$ cat config.mk
export PLATFORM = sky130hd
export DESIGN_NAME = sorted_priority_queue
export DESIGN_NICKNAME = d
export VERILOG_FILES = /design/src/design/spq_pkg.sv /design/src/design/sorted_priority_queue.sv /design/src/design/spq_cell.sv
export SDC_FILE = /design/constraint.sdc
export NUM_CORES = 2
export LEC_CHECK = 0
export ABC_AREA = 1
export CORE_ASPECT_RATIO = 0.75
export CORE_MARGIN = 10
export CORE_UTILIZATION = 61
export DETAILED_ROUTE_END_ITERATION = 12
export DONT_BUFFER_PORTS = 1
export HOLD_SLACK_MARGIN = 0.12
export PLACE_DENSITY = 0.78
export SYNTH_ARGS = -nofsm -noshare
export SYNTH_HDL_FRONTEND = slang
export SYNTH_SLANG_ARGS = --single-unit
$ cat constraint.sdc
create_clock -name i_clk -period 14.6 [get_ports i_clk]
set_clock_uncertainty 0.2 [all_clocks]
set_input_delay 2.92 -clock i_clk [delete_from_list [all_inputs] [get_ports i_clk]]
set_output_delay 2.92 -clock i_clk [all_outputs]
set_load 0.005 [all_outputs]
$ cat src/design/spq_pkg.sv
package spq_pkg;

    localparam int DEF_CAPACITY = 16;
    localparam int DATA_W       = 32;
    localparam int OCC_W        = 5;

    localparam logic OP_ENQ = 1'b0;
    localparam logic OP_DEQ = 1'b1;

    typedef enum logic [1:0] {
        ST_DONE  = 2'd0,
        ST_FULL  = 2'd1,
        ST_EMPTY = 2'd2
    } t_status;

    // Contents of one cell.
    typedef struct packed {
        logic                     occ;
        logic signed [DATA_W-1:0] elem;
        logic signed [DATA_W-1:0] prio;
    } t_slot;

    // Command broadcast to every cell.
    typedef struct packed {
        logic                     enq;
        logic                     deq;
        logic signed [DATA_W-1:0] elem;
        logic signed [DATA_W-1:0] prio;
    } t_ctrl;

endpackage

$ cat src/design/sorted_priority_queue.sv
// Channel   Direction  Handshake            Payload
// request   in         i_valid / o_ready    i_op, i_element, i_priority_req
// result    out        o_valid / i_ready    o_out_element, o_status, o_occupancy
//
// One request per cycle while the output register is free or drains; its result
// appears in the output register the following cycle. The insert or shift is
// registered with it across the cell chain: every cell compares its own priority with
// the request in parallel. Reset empties the chain at once; no clearing pass is needed.
// A stalled result holds the output register; a new request is taken only
// when that register is empty or is being drained in the same cycle.
module sorted_priority_queue #(
    parameter int CAPACITY = spq_pkg::DEF_CAPACITY
) (
    input  logic               i_clk,
    input  logic               i_rst_n,
    input  logic               i_valid,
    output logic               o_ready,
    input  logic               i_op,
    input  logic signed [31:0] i_element,
    input  logic signed [31:0] i_priority_req,
    output logic               o_valid,
    input  logic               i_ready,
    output logic signed [31:0] o_out_element,
    output logic [1:0]         o_status,
    output logic [4:0]         o_occupancy
);
    import spq_pkg::*;

    localparam int CNT_W = $clog2(CAPACITY + 1);

    logic [CNT_W-1:0]         r_count;
    logic [CNT_W-1:0]         n_count;
    logic                     r_valid;
    logic signed [DATA_W-1:0] r_out_element;
    logic signed [DATA_W-1:0] n_out_element;
    t_status                  r_status;
    t_status                  n_status;
    logic [OCC_W-1:0]         r_occupancy;

    logic   w_accept;
    logic   w_full;
    logic   w_empty;
    t_ctrl  w_ctrl;
    t_slot  w_slot [CAPACITY];
    logic   w_d    [CAPACITY];

    // Take a request when the output register is free or drains now.
    assign o_ready  = !r_valid || i_ready;
    assign w_accept = i_valid && o_ready;
    assign w_full   = (r_count == CNT_W'(CAPACITY));
    assign w_empty  = (r_count == '0);

    // Decode the request and gate off rejected operations.
    always_comb begin
        w_ctrl.enq    = w_accept && (i_op == OP_ENQ) && !w_full;
        w_ctrl.deq    = w_accept && (i_op == OP_DEQ) && !w_empty;
        w_ctrl.elem   = i_element;
        w_ctrl.prio   = i_priority_req;
        n_count       = r_count;
        n_out_element = '0;
        n_status      = ST_DONE;
        if (i_op == OP_ENQ) begin
            if (w_full) begin
                n_status = ST_FULL;
            end else begin
                n_count = r_count + 1'b1;
            end
        end else begin
            if (w_empty) begin
                n_status = ST_EMPTY;
            end else begin
                n_count       = r_count - 1'b1;
                n_out_element = w_slot[0].elem;
            end
        end
    end

    // Head of the chain sits in cell 0; entries shift right on insert, left on removal.
    for (genvar i = 0; i < CAPACITY; i++) begin : g_cell
        t_slot w_left;
        t_slot w_right;
        logic  w_left_d;

        if (i == 0) begin : g_head
            assign w_left   = '0;
            assign w_left_d = 1'b0;
        end else begin : g_body
            assign w_left   = w_slot[i-1];
            assign w_left_d = w_d[i-1];
        end

        if (i == CAPACITY - 1) begin : g_tail
            assign w_right = '0;
        end else begin : g_mid
            assign w_right = w_slot[i+1];
        end

        spq_cell u_cell (
            .i_clk    (i_clk),
            .i_rst_n  (i_rst_n),
            .i_ctrl   (w_ctrl),
            .i_left   (w_left),
            .i_left_d (w_left_d),
            .i_right  (w_right),
            .o_slot   (w_slot[i]),
            .o_d      (w_d[i])
        );
    end

    always_ff @(posedge i_clk) begin
        if (w_accept) begin
            r_out_element <= n_out_element;
            r_status      <= n_status;
            r_occupancy   <= OCC_W'(n_count);
        end
        if (!i_rst_n) begin
            r_count <= '0;
            r_valid <= 1'b0;
        end else begin
            if (w_accept) begin
                r_count <= n_count;
                r_valid <= 1'b1;
            end else if (i_ready) begin
                r_valid <= 1'b0;
            end
        end
    end

    assign o_valid       = r_valid;
    assign o_out_element = r_out_element;
    assign o_status      = r_status;
    assign o_occupancy   = r_occupancy;

endmodule

$ cat src/design/spq_cell.sv
module spq_cell (
    input  logic          i_clk,
    input  logic          i_rst_n,
    input  spq_pkg::t_ctrl i_ctrl,
    input  spq_pkg::t_slot i_left,
    input  logic          i_left_d,
    input  spq_pkg::t_slot i_right,
    output spq_pkg::t_slot o_slot,
    output logic          o_d
);
    import spq_pkg::*;

    t_slot r_slot;
    t_slot n_slot;

    // Insert point or later: empty, or strictly lower priority than the request.
    assign o_d    = !r_slot.occ || (r_slot.prio < i_ctrl.prio);
    assign o_slot = r_slot;

    always_comb begin
        n_slot = r_slot;
        if (i_ctrl.enq) begin
            if (o_d && i_left_d) begin
                n_slot = i_left;
            end else if (o_d) begin
                n_slot.occ  = 1'b1;
                n_slot.elem = i_ctrl.elem;
                n_slot.prio = i_ctrl.prio;
            end
        end else if (i_ctrl.deq) begin
            n_slot = i_right;
        end
    end

    always_ff @(posedge i_clk) begin
        r_slot.elem <= n_slot.elem;
        r_slot.prio <= n_slot.prio;
        if (!i_rst_n) begin
            r_slot.occ <= 1'b0;
        end else begin
            r_slot.occ <= n_slot.occ;
        end
    end

endmodule
* After elaboration in Yosys (flattened, before gate mapping)
Index checks and enable logic that the tools add are counted.
** Storage, ports and cells
- Flip-flop bits (word level) :: 1085
- Bits of input ports :: 69
- Output and inout bits :: 41
- Logic and storage cells :: 236
** Operators by class
- Add/subtract/negate cells :: 2
- Order comparisons :: 16
- Equality and inequality tests :: 17
- Mux-type cells :: 71
- Bitwise operators :: 1
- Reduce and logical (&&, ||, !) cells :: 76
** Operators by type and width (number)
- $mux 65 :: 63
- $lt 32x32->1 :: 16
- $ne 3x1->1 const B :: 15
- $reduce_and 2->1 :: 16
- $logic_and 1x1->1 :: 20
- $logic_not 1->1 :: 19
- $logic_or 1x1->1 :: 17
- $mux 5 :: 3
- $add 5x1->5 const B :: 1
- $eq 5x5->1 const B :: 1
- $logic_not 5->1 :: 1
- $sub 5x1->5 const B :: 1
- $mux 2 :: 2
- $reduce_bool 2->1 :: 2
- $mux 1 :: 3
- $ne 2x1->1 const B :: 1
- $reduce_or 2->1 :: 1
- $not 1->1 :: 1

* Longest topological paths before layout
- Depth after elaboration :: 7
- Depth in mapped cells :: 20
- Gate-level depth less buffers :: 18

* Cells and area by module
A second synthesis with hierarchy kept.
** Unflattened totals
- Cell total of the unflattened synthesis :: 9786
- Area, all modules :: 76683.5 um^2
** By module, submodules not included
- spq_cell (g_cell[0].u_cell ...) :: times used 12, cells an instance 600, area each 4673.2 um^2, sequential area each 1941.9 um^2
- spq_cell (g_cell[6].u_cell ...) :: times used 4, cells an instance 599, area each 4668.2 um^2, sequential area each 1941.9 um^2
- sorted_priority_queue :: times used 1, cells an instance 190, area each 1931.9 um^2, sequential area each 1291.2 um^2

* Worst setup path before layout
No wires, ideal clock.
- Path type :: input port to flip-flop
- Start :: in i_priority_req[31]
- End :: reg g_cell[0].u_cell.r_slot (netlist bit g_cell[0].u_cell.o_slot[0]) (enable)
- Setup time :: 418 ps
- Data arrival time :: 6328 ps
- Data required time :: 13982 ps
- Setup slack :: 7654 ps
- Cell stages on the path :: 13
- Buffers on the path :: 2
- Path through :: inv_1 > clkbuf_1 > ha_1 > nand2_1 > nor4_1 > and3_1 > nand2_1 > nand2_1 > nand2_1 > nand3_1 > buf_4 > o21ai_0 > inv_1
** Between the ends
- Longest elaborated chain between the ends :: 4
** Ends and longest elaborated chain
- from (decl) :: RTL line sorted_priority_queue.sv:20 : input logic signed [31:0] i_priority_req,
- $lt 32x32->1 :: RTL line spq_cell.sv:17 : assign o_d = !r_slot.occ || (r_slot.prio < i_ctrl.prio);
- $logic_or 1x1->1 :: RTL line spq_cell.sv:17
- $ne 2x1->1 (no source line)
- $reduce_and 2->1 (no source line)
- to (decl) :: RTL line spq_cell.sv:13 : t_slot r_slot;
No other way between the ends.
A chain may end at the register's enable or synchronous reset.

* Worst setup path in the final report
- Start :: in i_ready
- End :: reg g_cell[15].u_cell.r_slot (netlist bit g_cell[15].u_cell.o_slot[61]), data pin
** Between the ends
- Longest elaborated chain between the ends :: 5
** Ends and longest elaborated chain
- from (decl) :: RTL line sorted_priority_queue.sv:22 : input logic i_ready,
- $logic_or 1x1->1 :: RTL line sorted_priority_queue.sv:48 : assign o_ready = !r_valid || i_ready;
- via o_ready :: RTL line sorted_priority_queue.sv:17 : output logic o_ready,
- $logic_and 1x1->1 :: RTL line sorted_priority_queue.sv:49 : assign w_accept = i_valid && o_ready;
- $logic_and 1x1->1 (2 in a row) :: RTL line sorted_priority_queue.sv:55 : w_ctrl.enq = w_accept && (i_op == OP_ENQ) && !w_full;
- $mux 65 :: RTL line spq_cell.sv:22 : if (i_ctrl.enq) begin
- to (decl) :: RTL line spq_cell.sv:13
The timed path passes the listed nets, and every way through them passes these cells.

==> metrics <==
outcome complete, no violations; post-synthesis mux area share 0.0140%; mean post-synth cell area 8.09 um^2; syn_nets 9412; Post-CTS Resized 0; Starting Density 61.6%; I/O pin cnt 110; setup TNS 0 ps; reg2reg end g_cell[15].u_cell.o_slot[61]; FILL cells 9490; setup repair bufs after CTS 0; vias in the first global route 59.6k; HPWL after detailed placement 134 mm; Area Growth Syn to Fin 4.79%; hold path start g_cell[0].u_cell.o_slot[64]; Final ANT Viol Nets 0; count of final setup violators 0; PortBufs 0; Post-synth top flop edfxtp_1; largest net degree at the start of global routing 256; first-pass GRT wire length 342 mm; Die Span Y 317 um; Worst setup EP type register; FFs w/ async S/R, synth 0%; Worst Tran Pin Value 1280 ps; Worst IR Drop VDD 0.000110 V; Mapped Cells 8845; Clock Path Buffers 3; EDFF count, synth 1063; delay-heaviest family, CP buffers and inverters; core area 116000 um^2; Post-Synth Simple-Gate Area 34.2%; Pre-antenna DRT Iters 9; XOR/XNOR Fraction of Synth Area 0.0612%; min Tclk post-route 7420 ps; Synth Area in Compound Gates 3.91%; Syn Std Cell Area 71500 um^2; Largest stage delay, worst path 760 ps; Synth cell types 38; CP dominant cell by count buf_4; WL/cell 21.8 um; LEAKAGE 0.0345 uW; FF+latch count, synth 1085; TritonCTS clock tree yes; initial drt markers 9888; Critical Path AT 7830 ps; DRC viols 0; RR Startpoint r_count[0]; H-tree lvl count 3; Worst setup SP type input pin; Slew Viols, Final 0; post-synthesis adder-cell area fraction 8.71%; via count 63.6k; clk_lat worst skew 760 ps; sequential area share after synthesis 45.2%; unrepaired setup endpoints after global routing no; PD cells 125 nW/um^2; Die Area 131000 um^2; GPL Wtd Cong 0.936; Final Hold Fails 0; Root Buffer clkbuf_16; clock-pin slew on the worst setup and hold paths 70 ps; layout net count 9033; worst hold endpoint g_cell[0].u_cell.o_slot[64]; CP max FO 200; largest family of logic cells by synthesized area simple AND/OR/NAND/NOR gates; Cell Chain, Critical Path inv_1, nand2_1, nand2_1, nor2_4, buf_4, buf_4, buf_4, buf_12, buf_4, o21ai_0, nor2_1; crit path buf inv count 6; Overflow after GRT 0; final critical-path share of the clock period 50.8%; Max transition margin 14.4%; All-Layer GR Usage 32.2%; Max-Cap Viols 0; Die X 415 um; Hold Path Stages 2; Clock Sinks 1085; Critical-path top delay cell buf_4; Setup CP Type input pin to register; initial antenna violation count 3; # rows 108; max frequency 135 MHz; Yosys warning count 0; vias per inst 6.30; FF-to-FF path depth 14; required time of the critical path 15010 ps; cts bufs inserted 110; hold crit path type register to register; routed wire length 220 mm; Final Instance Area 74900 um^2; CTS Hold Bufs 0; Cell Area, Placed 71400 um^2; Reg2Reg Setup Slack 8540 ps; layout cell share with drive strength beyond 1 4.20%
registers in the layout, indices dropped and copies added (netlist names):
name	flops
o_status	2
o_out_element	32
o_valid	1
o_occupancy	5
r_count	5
g_cell.u_cell.o_slot	1040
worst reg2reg max path, delay by kind of cell (launching register included):
kind	cells	cell delay (ps)
compound gates	1	280
fa+ha+maj	1	240
buf+inv	7	4020
simple gates	5	770
flops	1	390
cells by family (layout without fill, tap and decap cells):
family          count (synthesis)  in the layout
mux                             1              1
flops                        1085           1085
fa+ha+maj                     498            498
other cells                     0              2
buf+inv                      1268            979
compound gates                532            532
xor+xnor                        5              5
simple gates                 5456           5456
stage by stage:
| step | hold WS, ps | utilization, % | total power [uW] | setup WS [ps] | cells |
|---|---|---|---|---|---|
| global placement | 268 | 61.5 | 6340 | 6820 | 9894 |
| CTS | 290 | 64.6 | 9290 | 7530 | 10100 |
| floorplan | 242 | - | 5750 | 7650 | 8845 |
| global route | 308 | 64.6 | 9760 | 7040 | 10100 |
| detailed placement | 280 | 61.5 | 6430 | 6730 | 9894 |
| finish | 295 | 64.6 | 9370 | 7180 | 10100 |
worst max-delay path by stage:
stage                     cells past startpoint                            to  slack [ps]          startpoint
final                                        11  g_cell[15].u_cell.o_slot[61]        7180             i_ready
after global routing                         19   g_cell[3].u_cell.o_slot[15]        7040   i_priority_req[5]
after CTS                                    19    g_cell[3].u_cell.o_slot[5]        7530   i_priority_req[5]
after detailed placement                     11  g_cell[15].u_cell.o_slot[61]        6730             i_ready
after global placement                       19    g_cell[3].u_cell.o_slot[4]        6820   i_priority_req[5]
after floorplan                              13    g_cell[0].u_cell.o_slot[0]        7650  i_priority_req[31]
final cells by class:
type	count	area (um^2)	area share (%)
diodes	2	5.00	0.00668
clock buffers	146	2960	3.95
clock inverters	56	606	0.808
inverters	675	2560	3.41
multi-input cells	6492	33700	45.0
flip-flops and latches	1085	32400	43.2
well taps	1540	1930	2.57
repair buffers	102	828	1.11
routing by layer:
layer / part of all wire (%) / track usage [%] / wire [um] / vias to the layer above
li1: - / - / - / 28900
met4: 3.7 / 11.0 / 8190 / 4
met2: 41 / 46.1 / 89400 / 4560
met5: 0.011 / 0 / 25 / -
met3: 15 / 9.28 / 32200 / 522
met1: 41 / 46.5 / 90000 / 29700
synthesized netlist by cell type, drive strengths merged (23+ instances only):
library cell,number,area [um^2]
inv,675,2540
nor2,257,967
edfxtp,1063,31900
nand4,45,282
nand3b,454,3410
o21ai,216,1080
nand2,3247,12200
o21a,23,173
buf,376,2250
a21oi,262,1310
nand3,1419,7380
ha,498,6230
clkbuf,217,815
where the power goes:
part           internal (uW)  total, uW  switching, uW  leakage (uW)
clock                   1590       2900           1310       0.00174
combinational            699       2330           1630        0.0224
sequential              3910       4140            231        0.0104
cells in the final DEF, fill, tap and decap left out, drive strengths merged:
cell type  count
nand2       3247
nand3       1419
edfxtp      1063
inv          669
ha           498
nand3b       454
a21oi        262
nor2         257
o21ai        216
clkbuf       146
buf          102
clkinv        50
nand4         45
o21a          23
dfxtp         22
nor4          20
o211ai        15
nor3          10
bufinv         9
a21o           8
o21bai         6
xor2           3
clkinvlp       3
diode          2
and3           2
xnor2          2
o22ai          2
nor3b          1
mux2i          1
or2            1
Note: power is estimated with default switching activity, not from simulation.
